==> config.mk <==
export PLATFORM = sky130hd
export DESIGN_NAME = pstate_word_decoder_core
export DESIGN_NICKNAME = d
export VERILOG_FILES = /design/src/hdl/pwd_pkg.sv /design/src/hdl/pwd_div.sv /design/src/hdl/pstate_word_decoder_core.sv
export SDC_FILE = /design/constraint.sdc
export NUM_CORES = 2
export LEC_CHECK = 0
export ABC_AREA = 1
export BUFFER_PORTS_ARGS = -buffer_cell sky130_fd_sc_hd__buf_4
export CAP_MARGIN = 20
export CORE_ASPECT_RATIO = 1.5
export CORE_MARGIN = 2
export CORE_UTILIZATION = 35
export CTS_CLUSTER_SIZE = 24
export DETAILED_ROUTE_END_ITERATION = 12
export GPL_ROUTABILITY_DRIVEN = 1
export PLACE_DENSITY = 0.55
export REMOVE_ABC_BUFFERS = 1
export SYNTH_ARGS = -nofsm -noshare
export SYNTH_HDL_FRONTEND = slang
export SYNTH_SLANG_ARGS = --single-unit
==> constraint.sdc <==
create_clock -name aclk -period 391.9 [get_ports aclk]
set_clock_uncertainty 0.15 [all_clocks]
set_input_delay 78.38 -clock aclk [delete_from_list [all_inputs] [get_ports aclk]]
set_output_delay 78.38 -clock aclk [all_outputs]
set_load 0.02 [all_outputs]
==> src/hdl/pwd_pkg.sv <==
`timescale 1ns / 1ps
package pwd_pkg;
    typedef enum logic [2:0] {
        FAM_10H = 3'd0, FAM_11H = 3'd1, FAM_12H = 3'd2, FAM_14H = 3'd3,
        FAM_15H = 3'd4, FAM_16H = 3'd5, FAM_17H = 3'd6, FAM_NONE = 3'd7
    } family_t;

    localparam logic [1:0] REG_FAMILY = 2'd0;
    localparam logic [1:0] REG_MODEL  = 2'd1;
    localparam logic [1:0] REG_PVI    = 2'd2;
    localparam logic [1:0] REG_PLL    = 2'd3;
    localparam int CFG_IDX_W  = 2;
    localparam int CFG_DATA_W = 8;
    localparam int S_TDATA_W  = 64;
    localparam int M_TDATA_W  = 128;
    // pipelined divider depth, one stage per quotient bit of a 16-bit numerator
    localparam int LAT_DIV    = 16;

    typedef struct packed {
        logic [2:0] family_sel;
        logic [7:0] cpu_model;
        logic       pvi_mode;
        logic [5:0] main_pll_freq_id;
    } cfg_t;

    typedef struct packed {
        logic        enabled;
        logic [7:0]  freq_id;
        logic [5:0]  div_id;
        logic [7:0]  volt_id;
        logic [15:0] multiplier_x100;
        logic [15:0] core_mhz;
        logic signed [13:0] core_mv_x4;
        logic [6:0]  nb_volt_id;
        logic signed [13:0] nb_mv_x4;
        logic [15:0] current_x100;
        logic [19:0] power_mw;
        logic        current_valid;
    } result_t;

    // step in quarter mV: fine = 0 gives 50 (12.5mV), fine = 1 gives 25 (6.25mV)
    function automatic logic signed [13:0] vid_to_mv4(input logic [7:0] vid,
                                                      input cfg_t cfg);
        logic [7:0] v;
        logic fine;
        fine = 1'b0;
        v = vid;
        if (cfg.family_sel == FAM_10H) begin
            if (cfg.pvi_mode) begin
                if (vid < 8'd32) return 14'(15'sd6200 - $signed({7'd0, vid}) * 15'sd100);
                v = (vid > 8'd63) ? 8'd63 : vid;
                return 14'(15'sd4650 - $signed({7'd0, v}) * 15'sd50);
            end
            v = (vid > 8'd124) ? 8'd124 : vid;
        end else begin
            fine = (cfg.family_sel == FAM_17H) || (cfg.family_sel == FAM_14H) ||
                   ((cfg.family_sel == FAM_15H) &&
                    ((cfg.cpu_model[7:4] == 4'h1) || (cfg.cpu_model[7:4] == 4'h3)));
        end
        if (fine) return 14'(15'sd6200 - $signed({7'd0, v}) * 15'sd25);
        return 14'(15'sd6200 - $signed({7'd0, v}) * 15'sd50);
    endfunction
endpackage

==> src/hdl/pwd_div.sv <==
`timescale 1ns / 1ps
// Pipelined restoring divider, one quotient bit per stage.
module pwd_div #(
    parameter int NW = 16,
    parameter int DW = 9
) (
    input  logic          aclk,
    input  logic          en,
    input  logic [NW-1:0] num,
    input  logic [DW-1:0] den,
    output logic [NW-1:0] quo
);
    for (genvar i = 0; i < NW; i++) begin : g_st
        logic [NW-1:0] q_in;
        logic [DW:0]   r_in;
        logic [DW-1:0] d_in;
        logic [DW+1:0] sh;
        logic [DW+1:0] df;
        logic [NW-1:0] q_reg;
        logic [DW-1:0] d_reg;
        if (i == 0) begin : g_src
            assign q_in = num;
            assign r_in = '0;
            assign d_in = den;
        end else begin : g_src
            assign q_in = g_st[i-1].q_reg;
            assign r_in = g_st[i-1].g_rem.r_reg;
            assign d_in = g_st[i-1].d_reg;
        end
        always_comb begin
            sh = {r_in, q_in[NW-1]};
            df = sh - {2'b00, d_in};
        end
        always_ff @(posedge aclk) begin
            if (en) begin
                d_reg <= d_in;
                q_reg <= {q_in[NW-2:0], !df[DW+1]};
            end
        end
        if (i < NW - 1) begin : g_rem
            logic [DW:0] r_reg;
            always_ff @(posedge aclk) begin
                if (en) r_reg <= df[DW+1] ? sh[DW:0] : df[DW:0];
            end
        end
    end

    assign quo = (g_st[NW-1].d_reg == '0) ? '0 : g_st[NW-1].q_reg;
endmodule

==> src/hdl/pstate_word_decoder_core.sv <==
`timescale 1ns / 1ps
// Pipeline: field and operand stages, a 16-stage pipelined divider, the output
// register.
// Throughput: one item per cycle; the whole pipe advances when the output
// register is empty or being taken.
// Reset: aresetn synchronous active low clears valid bits and config registers.
module pstate_word_decoder_core
    import pwd_pkg::*;
(
    input  logic                  aclk,
    input  logic                  aresetn,
    input  logic                  cfg_we,
    input  logic [CFG_IDX_W-1:0]  cfg_index,
    input  logic [CFG_DATA_W-1:0] cfg_data,
    input  logic                  s_axis_tvalid,
    output logic                  s_axis_tready,
    input  logic [S_TDATA_W-1:0]  s_axis_tdata,  // msr_word
    input  logic                  s_axis_tuser,  // is_definition
    output logic                  m_axis_tvalid,
    input  logic                  m_axis_tready,
    // enabled, freq_id, div_id, volt_id, multiplier_x100, core_mhz, core_mv_x4,
    // nb_volt_id, nb_mv_x4, current_x100, power_mw, current_valid, zero pad
    output logic [M_TDATA_W-1:0]  m_axis_tdata
);
    localparam int NST = LAT_DIV + 2;

    cfg_t cfg_reg;
    always_ff @(posedge aclk) begin
        if (!aresetn) begin
            cfg_reg <= '0;
        end else if (cfg_we) begin
            case (cfg_index)
                REG_FAMILY: cfg_reg.family_sel <= cfg_data[2:0];
                REG_MODEL:  cfg_reg.cpu_model <= cfg_data;
                REG_PVI:    cfg_reg.pvi_mode <= cfg_data[0];
                REG_PLL:    cfg_reg.main_pll_freq_id <= cfg_data[5:0];
                default: ;
            endcase
        end
    end

    logic out_v_reg;
    logic adv;
    assign adv = !out_v_reg || m_axis_tready;
    assign s_axis_tready = adv;

    logic [NST-1:0] v_reg;
    always_ff @(posedge aclk) begin
        if (!aresetn) begin
            v_reg <= '0;
            out_v_reg <= 1'b0;
        end else if (adv) begin
            v_reg <= {v_reg[NST-2:0], s_axis_tvalid};
            out_v_reg <= v_reg[NST-1];
        end
    end
    assign m_axis_tvalid = out_v_reg;

    // stage 1: field extraction
    logic [63:0] w;
    logic [7:0] fid, vid, iv;
    logic [5:0] did;
    logic [1:0] idv;
    always_comb begin
        w = s_axis_tdata;
        fid = {2'b0, w[5:0]}; did = {3'b0, w[8:6]}; vid = {1'b0, w[15:9]};
        iv = w[39:32]; idv = w[41:40];
        unique case (family_t'(cfg_reg.family_sel))
            FAM_17H: begin
                fid = w[7:0]; did = w[13:8]; vid = w[21:14];
                iv = w[29:22]; idv = w[31:30];
            end
            FAM_12H: begin fid = {3'b0, w[8:4]}; did = {2'b0, w[3:0]}; end
            FAM_14H: begin fid = {4'b0, w[3:0]}; did = {1'b0, w[8:4]}; end
            default: ;
        endcase
    end

    logic [7:0] f1_reg, vid1_reg, iv1_reg;
    logic [5:0] d1_reg;
    logic [1:0] idv1_reg;
    logic [6:0] nbv1_reg;
    logic en1_reg, def1_reg;
    always_ff @(posedge aclk) begin
        if (adv) begin
            f1_reg <= fid; d1_reg <= did; vid1_reg <= vid;
            iv1_reg <= iv; idv1_reg <= idv;
            nbv1_reg <= ((cfg_reg.family_sel == FAM_10H) ||
                         (cfg_reg.family_sel == FAM_11H)) ? w[31:25] : 7'd0;
            def1_reg <= s_axis_tuser;
            en1_reg <= s_axis_tuser ? w[63] : 1'b1;
        end
    end

    // stage 2: numerators, denominators, voltages, current
    logic [15:0] num_m, num_c;
    logic [8:0] den_m, den_c;
    logic [15:0] cur;
    logic cvalid;
    logic [8:0] fb;
    always_comb begin
        fb = (cfg_reg.family_sel == FAM_11H) ? 9'(f1_reg) + 9'd8 : 9'(f1_reg) + 9'd16;
        num_m = '0; den_m = 9'd1; num_c = '0; den_c = 9'd1;
        unique case (family_t'(cfg_reg.family_sel))
            FAM_10H, FAM_11H, FAM_15H, FAM_16H: begin
                num_m = 16'(fb * 7'd100);
                den_m = 9'd2 << d1_reg[2:0];
                num_c = 16'(fb * 7'd100);
                den_c = 9'd1 << d1_reg[2:0];
            end
            FAM_12H: begin
                num_m = 16'(fb * 7'd100);
                num_c = num_m;
                case (d1_reg[3:0])
                    4'd1: begin num_m = 16'(fb * 8'd200); den_m = 9'd3; end
                    4'd2: den_m = 9'd2;
                    4'd3: den_m = 9'd3;
                    4'd4: den_m = 9'd4;
                    4'd5: den_m = 9'd6;
                    4'd6: den_m = 9'd8;
                    4'd7: den_m = 9'd12;
                    4'd8: den_m = 9'd16;
                    default: den_m = 9'd1;
                endcase
                num_c = num_m; den_c = den_m;
            end
            FAM_17H: begin
                num_m = 16'(f1_reg) * 16'd200;
                den_m = 9'(d1_reg);
                num_c = num_m;
                den_c = (f1_reg == 8'd0) ? 9'd0 : 9'(d1_reg);
            end
            FAM_14H: begin
                num_c = 16'((11'(cfg_reg.main_pll_freq_id) + 11'd16) * 11'd400);
                den_c = 9'(d1_reg) * 9'd4 + 9'(f1_reg) + 9'd4;
                den_m = 9'd0;
            end
            default: begin den_m = 9'd0; den_c = 9'd0; end
        endcase
        cvalid = def1_reg && (idv1_reg != 2'd3);
        if (cfg_reg.family_sel == FAM_17H)
            cur = 16'((9'(iv1_reg) + ((idv1_reg == 2'd0) ? 9'd1 :
                       (idv1_reg == 2'd1) ? 9'd10 : 9'd100)) * 9'd100);
        else
            cur = (idv1_reg == 2'd0) ? 16'(iv1_reg) * 16'd100 :
                  (idv1_reg == 2'd1) ? 16'(iv1_reg) * 16'd10 : 16'(iv1_reg);
        if (!cvalid) cur = '0;
    end

    logic [15:0] nm2_reg, nc2_reg, cur2_reg;
    logic [8:0] dm2_reg, dc2_reg;
    logic signed [13:0] mv2_reg, nbmv2_reg;
    logic cv2_reg;
    always_ff @(posedge aclk) begin
        if (adv) begin
            nm2_reg <= num_m; dm2_reg <= den_m; nc2_reg <= num_c; dc2_reg <= den_c;
            mv2_reg <= vid_to_mv4(vid1_reg, cfg_reg);
            nbmv2_reg <= (nbv1_reg != 7'd0 || cfg_reg.family_sel == FAM_10H ||
                          cfg_reg.family_sel == FAM_11H) ?
                         vid_to_mv4({1'b0, nbv1_reg}, cfg_reg) : 14'sd0;
            cur2_reg <= cur; cv2_reg <= cvalid;
        end
    end

    // stage 3: power product; x/400 by reciprocal multiply in the next stage
    logic signed [31:0] prod3_reg;
    always_ff @(posedge aclk) begin
        if (adv) prod3_reg <= $signed({1'b0, cur2_reg}) * mv2_reg;
    end

    // dividers and delay lines
    logic [15:0] mult_q, mhz_q;
    pwd_div #(.NW(16), .DW(9)) u_div_m (.aclk(aclk), .en(adv), .num(nm2_reg),
                                        .den(dm2_reg), .quo(mult_q));
    pwd_div #(.NW(16), .DW(9)) u_div_c (.aclk(aclk), .en(adv), .num(nc2_reg),
                                        .den(dc2_reg), .quo(mhz_q));

    typedef struct packed {
        logic        en;
        logic [7:0]  f;
        logic [5:0]  d;
        logic [7:0]  v;
        logic [6:0]  nbv;
    } id_t;
    typedef struct packed {
        logic signed [13:0] mv;
        logic signed [13:0] nbmv;
        logic [15:0] cur;
        logic        cv;
    } late_t;

    id_t id_pipe_reg [LAT_DIV+1];
    late_t lt_pipe_reg [LAT_DIV];
    logic [19:0] pw_pipe_reg [LAT_DIV-1];
    always_ff @(posedge aclk) begin
        if (adv) begin
            id_pipe_reg[0] <= '{en1_reg, f1_reg, d1_reg, vid1_reg, nbv1_reg};
            lt_pipe_reg[0] <= '{mv2_reg, nbmv2_reg, cur2_reg, cv2_reg};
            pw_pipe_reg[0] <= (prod3_reg <= 0) ? 20'd0 :
                              20'((prod3_reg * 64'sd2748779070) >>> 40);
            for (int i = 1; i <= LAT_DIV; i++) id_pipe_reg[i] <= id_pipe_reg[i-1];
            for (int i = 1; i < LAT_DIV; i++) lt_pipe_reg[i] <= lt_pipe_reg[i-1];
            for (int i = 1; i < LAT_DIV-1; i++) pw_pipe_reg[i] <= pw_pipe_reg[i-1];
        end
    end

    result_t res_reg;
    always_ff @(posedge aclk) begin
        if (adv) begin
            res_reg.enabled <= id_pipe_reg[LAT_DIV].en;
            res_reg.freq_id <= id_pipe_reg[LAT_DIV].f;
            res_reg.div_id <= id_pipe_reg[LAT_DIV].d;
            res_reg.volt_id <= id_pipe_reg[LAT_DIV].v;
            res_reg.multiplier_x100 <= mult_q;
            res_reg.core_mhz <= mhz_q;
            res_reg.core_mv_x4 <= lt_pipe_reg[LAT_DIV-1].mv;
            res_reg.nb_volt_id <= id_pipe_reg[LAT_DIV].nbv;
            res_reg.nb_mv_x4 <= lt_pipe_reg[LAT_DIV-1].nbmv;
            res_reg.current_x100 <= lt_pipe_reg[LAT_DIV-1].cur;
            res_reg.power_mw <= pw_pipe_reg[LAT_DIV-2];
            res_reg.current_valid <= lt_pipe_reg[LAT_DIV-1].cv;
        end
    end

    assign m_axis_tdata = {1'b0, res_reg.current_valid, res_reg.power_mw,
        res_reg.current_x100, res_reg.nb_mv_x4, res_reg.nb_volt_id,
        res_reg.core_mv_x4, res_reg.core_mhz, res_reg.multiplier_x100,
        res_reg.volt_id, res_reg.div_id, res_reg.freq_id, res_reg.enabled};

    a_stall_hold: assert property (@(posedge aclk) disable iff (!aresetn)
        m_axis_tvalid && !m_axis_tready |=> m_axis_tvalid && $stable(m_axis_tdata))
        else $error("output changed under stall");
    a_ready: assert property (@(posedge aclk) disable iff (!aresetn)
        !m_axis_tvalid |-> s_axis_tready)
        else $error("pipe stalled with empty output");
    a_cur: assert property (@(posedge aclk) disable iff (!aresetn)
        m_axis_tvalid && !res_reg.current_valid |->
            res_reg.current_x100 == 16'd0 && res_reg.power_mw == 20'd0)
        else $error("current without valid");
endmodule
== Word level (Yosys, flattened, before mapping) ==
Memory sizes are Yosys's and may differ from the RTL's. A register that Yosys moved wholly into a read port is not among the register bits.
Cells that the tools add are included.
W data, S select, Z words.

* $add $sub $neg: 46
* $mul: 17
* Div/mod/pow operators: 0
* Magnitude comparators: 7
* Equality and inequality tests: 21
* Shifts and indexed selects: 2
* Multiplexer cells: 98
* Bitwise operators: 1
* Reduce and logical (&&, ||, !) cells: 57

{| class="wikitable"
|+ Operators with widths
! operator !! number
|-
| $sub A11 B9 Y11 || 30
|-
| $mux W10 || 28
|-
| $mux W14 || 14
|-
| $mul A8 B5 Y13 const B || 7
|-
| $mux W8 || 11
|-
| $pmux W16 S4 || 1
|-
| $mul A31 B32 Y59 const B || 1
|-
| $sub A13 B14 Y14 const A || 4
|-
| $mux W7 || 7
|-
| $pmux W16 S3 || 1
|-
| $sub A13 B13 Y14 const A || 3
|-
| $mul A7 B5 Y12 const B || 3
|-
| $pmux W9 S4 || 1
|-
| $pmux W5 S7 || 1
|-
| $logic_not A1 Y1 || 33
|-
| $mux W16 || 2
|-
| $le A31 B1 Y1 const B || 1
|-
| $mul A17 B14 Y31 || 1
|-
| $mul A9 B5 Y14 const B || 2
|-
| $pmux W9 S3 || 1
|-
| $pmux W8 S3 || 1
|-
| $mux W1 || 23
|-
| $mux W20 || 1
|-
| $sub A1 B9 Y10 || 2
|-
| other kinds (46) || 70
|}

* Bits in registers: 1336
* Latch bits: 0
* RAM bits: 1530
* Bits in read-only memories: 0
* Word-level logic and storage cells: 376
* Memories: 3

{| class="wikitable"
|+ Memories
! memory !! words !! bits a word !! read ports !! clocked after memory_dff !! wr ports !! line !! RTL
|-
| lt_pipe_reg || 16 || 45 || 16 || 1 || 16 || pstate_word_decoder_core.sv:193 || <nowiki>late_t lt_pipe_reg [LAT_DIV];</nowiki>
|-
| id_pipe_reg || 17 || 30 || 17 || 1 || 17 || pstate_word_decoder_core.sv:192 || <nowiki>id_t id_pipe_reg [LAT_DIV+1];</nowiki>
|-
| pw_pipe_reg || 15 || 20 || 15 || 1 || 15 || pstate_word_decoder_core.sv:194 || <nowiki>logic [19:0] pw_pipe_reg [LAT_DIV-1];</nowiki>
|}

== Longest topological paths before layout ==
* Word-level depth: 15
* Depth in mapped cells: 30
* Depth with buffers taken out: 30

== Hierarchy ==
From an unflattened synthesis, not the netlist that was laid out.

* Cell total of the unflattened synthesis: 12401
* Area, all modules: 147720.4 µm²

{| class="wikitable"
|+ By module, submodules not included
! module !! instances !! cells each !! area each (µm²)
|-
| pstate_word_decoder_core || 1 || 7059 || 93817.5
|-
| pwd_div (u_div_m) || 1 || 2670 || 26955.9
|-
| pwd_div (u_div_c) || 1 || 2672 || 26947.1
|}

== Least setup slack after synthesis ==
Ideal clock, no wire load.

* Path type: input to output
* Start: input m_axis_tready
* End: output s_axis_tready
* Arrival time: 155846 ps
* Required time: 313370 ps
* Slack: 157524 ps
* Cell stages on the path: 4
* Buffers on the path: 2
* Cell sequence: nor2_1 -> clkbuf_1 -> clkinv_1 -> clkbuf_1

* Longest elaborated chain between the ends: 1

{| class="wikitable"
|+ Ends and longest elaborated chain
! what !! line !! RTL
|-
| start: declaration || pstate_word_decoder_core.sv:20 || <nowiki>input logic m_axis_tready,</nowiki>
|-
| $logic_or A1 B1 Y1 || pstate_word_decoder_core.sv:44 || <nowiki>assign adv = !out_v_reg || m_axis_tready;</nowiki>
|-
| end: declaration || pstate_word_decoder_core.sv:16 || <nowiki>output logic s_axis_tready,</nowiki>
|}

Every way passes these cells.

== Worst setup path in the final report ==
Ends and elaborated chain as after synthesis.

==> metrics <==
status finished, final reports clean; layout cell share with drive strength beyond 1 6.707%; number of global-route vias before repair 78,478; CP Launch Type primary input; CTS tree built; RSZ-0062 raised after global routing false; global route overflow 0; Inst Count DP 16,227; Cells after Synth 10,776; Num CTS Buffers 295; wire length of the first global-routing pass 420.3 mm; # rows 285; f_max 0.006332 GHz; Yosys reg bits 2,894; CORE AREA 0.4008 mm²; fillers 38,063; post-layout util 39.48%; FF-to-FF setup slack 384,000 ps; CP Capture Type output pin; root buffer cell clkbuf_16; clock sink count 2,894; critical path required time 313,370 ps; post-route minimum period 157,920 ps; fin crit share 40.29%; post_cts resized 0; Final #Nets 13,011; Min-Delay Path Class flop to flop; met3 wire length 8.594 mm; final WL 265.5 mm; Hold Vio Cnt, Final 0; number of flip-flops in the largest register 720; number of synthesized flops with an enable pin 2,862; final setup fails 0; syn avg cell area 13.04 µm²; router iterations before antenna repair 7; ys async rst share 0%; dpl hpwl 192.7 mm; crit-path max FO 47; drt wl/cell 15.85 µm; All-Layer GR Usage 13.05%; number of max-slew violations in the final report 0; post-synth cell types 60; Worst-path clk slew 60 ps; DRC viols 0; Critical Path AT 79,390 ps; synth warn 0; top sig layer met4; M1 wire length 106.1 mm; H-tree depth 5; ANT nets after route 0; initial antenna violation count 7; initial DRC count 3,800; later-pin clock latency in the skew report 910 ps; Non-Filler Instances 16,746; die area 0.4068 mm²; post-synthesis sequential area ratio 61.60%; Fin Setup TNS 0 ps; Die W 521.4 µm; Port Buffers 187; maximum buffer depth of the clock tree 4; final RePlAce weighted congestion 0.9134; via/cell ratio 4.512; Max Cap Violations 0; relative slew slack 22.94%; largest net degree at the start of global routing 204; CP Class primary input to output pin; area grow syn2layout 12.58%; Top FF cell, synth edfxtp_1; vias post-DR 75,556; Hold-fix buffers, CTS 0; Post-Syn Area 0.1406 mm²; # Post-CTS Setup Buffers 0; Die H 780.1 µm; Initial Util 35.07%; WL met2 138.5 mm; Ports 210; Slew @ Worst Pin 1156 ps
[worst max-delay path, stage by stage]
cell and delay, ps:
buf_4 110, nor2_1 90, buf_4 250, inv_8 170, buf_4 270
[cell usage after synthesis (15+ instances only)]
cell type  instances  area [µm²]
nand2_1         1311        4921
nand3b_1          16       120.1
nand4_1           85       531.8
edfxtp_1        2862       85940
a21oi_1          683        3418
ha_1            1128       14110
xnor2_1           98       858.3
a21o_1            49       367.9
o21ai_0          302        1511
inv_1           1888        7087
o21bai_1          20       150.1
o21ai_1           44       220.2
buf_2             46       230.2
o211ai_1          18       135.1
xor2_1           259        2268
o31ai_1           24       180.2
or2_2             25       156.4
nor3_1            50       250.2
o21ai_2           18       157.7
nand3_1          246        1231
fa_1             585       11710
dfxtp_1           32       640.6
nor4_1            15       93.84
nor2_1           734        2755
clkbuf_1          75       281.5
a31oi_1           25       156.4
[layout make-up]
cell class / instances / area [µm²] / area share, %
repair buffers: 270 / 2105 / 1.330
clock buffers: 350 / 7705 / 4.869
multi-input cells: 5857 / 46270 / 29.24
flip-flops and latches: 2894 / 86580 / 54.72
clock inverters: 165 / 1783 / 1.127
diodes: 1 / 2.502 / 0.001582
inverters: 1900 / 7141 / 4.513
well taps: 5309 / 6643 / 4.198
[through the flow]
step | hold WS, ps | instance area, µm² | setup WS (ps)
after global placement | 250.3 | 148700 | 233930
after CTS | 220.6 | 158200 | 233940
after floorplan | 250.3 | 140000 | 182130
after detailed placement | 254.5 | 148700 | 233940
after global routing | 225.6 | 158200 | 233890
final | 227.3 | 158200 | 233980
[worst paths after layout]
| kind | from | to | depth (start not counted) |
|---|---|---|---|
| min | pw_pipe_reg[5][2]$_DFFE_PP_ | pw_pipe_reg[6][2]$_DFFE_PP_ | 0 |
| max reg2reg | prod3_reg[16]$_DFFE_PP_ | pw_pipe_reg[0][15]$_SDFFCE_PP0P_ | 24 |
| min reg2reg | pw_pipe_reg[5][2]$_DFFE_PP_ | pw_pipe_reg[6][2]$_DFFE_PP_ | 0 |
| max | m_axis_tready | s_axis_tready | 5 |
[cells by family after synthesis]
| kind of cell | share of synthesized area [%] |
|---|---|
| XOR/XNOR | 2.225 |
| multiplexers | 0.007122 |
| other | 0.005343 |
| flip-flops | 61.60 |
| buffers and inverters | 5.517 |
| AND/OR/NAND/NOR | 7.335 |
| adder cells (fa/ha/maj) | 18.37 |
| AO/OA/AOI/OAI | 4.934 |
[routing by layer]
layer  vias to the layer above  track usage, %
met5                         -               0
met4                         0           5.951
met3                       612           1.928
met2                      1071           23.99
met1                     36355           14.77
li1                      37518               -
[placed cells by master, fill, tap and decap left out, types with 85 or more instances in the layout]
| master | netlist | final |
|---|---|---|
| a21oi_1 | 683 | 683 |
| o21ai_0 | 302 | 302 |
| buf_4 | 13 | 264 |
| inv_1 | 1888 | 1888 |
| nand2_1 | 1311 | 1311 |
| nand3_1 | 246 | 246 |
| edfxtp_1 | 2862 | 2862 |
| xnor2_1 | 98 | 98 |
| nor2_1 | 734 | 734 |
| fa_1 | 585 | 585 |
| clkbuf_16 | 0 | 300 |
| nand4_1 | 85 | 85 |
| xor2_1 | 259 | 257 |
| ha_1 | 1128 | 1128 |
Power is left out: the tool's default activity adds up to more than one toggle a clock period on the data nets, which glitch-free logic cannot reach.
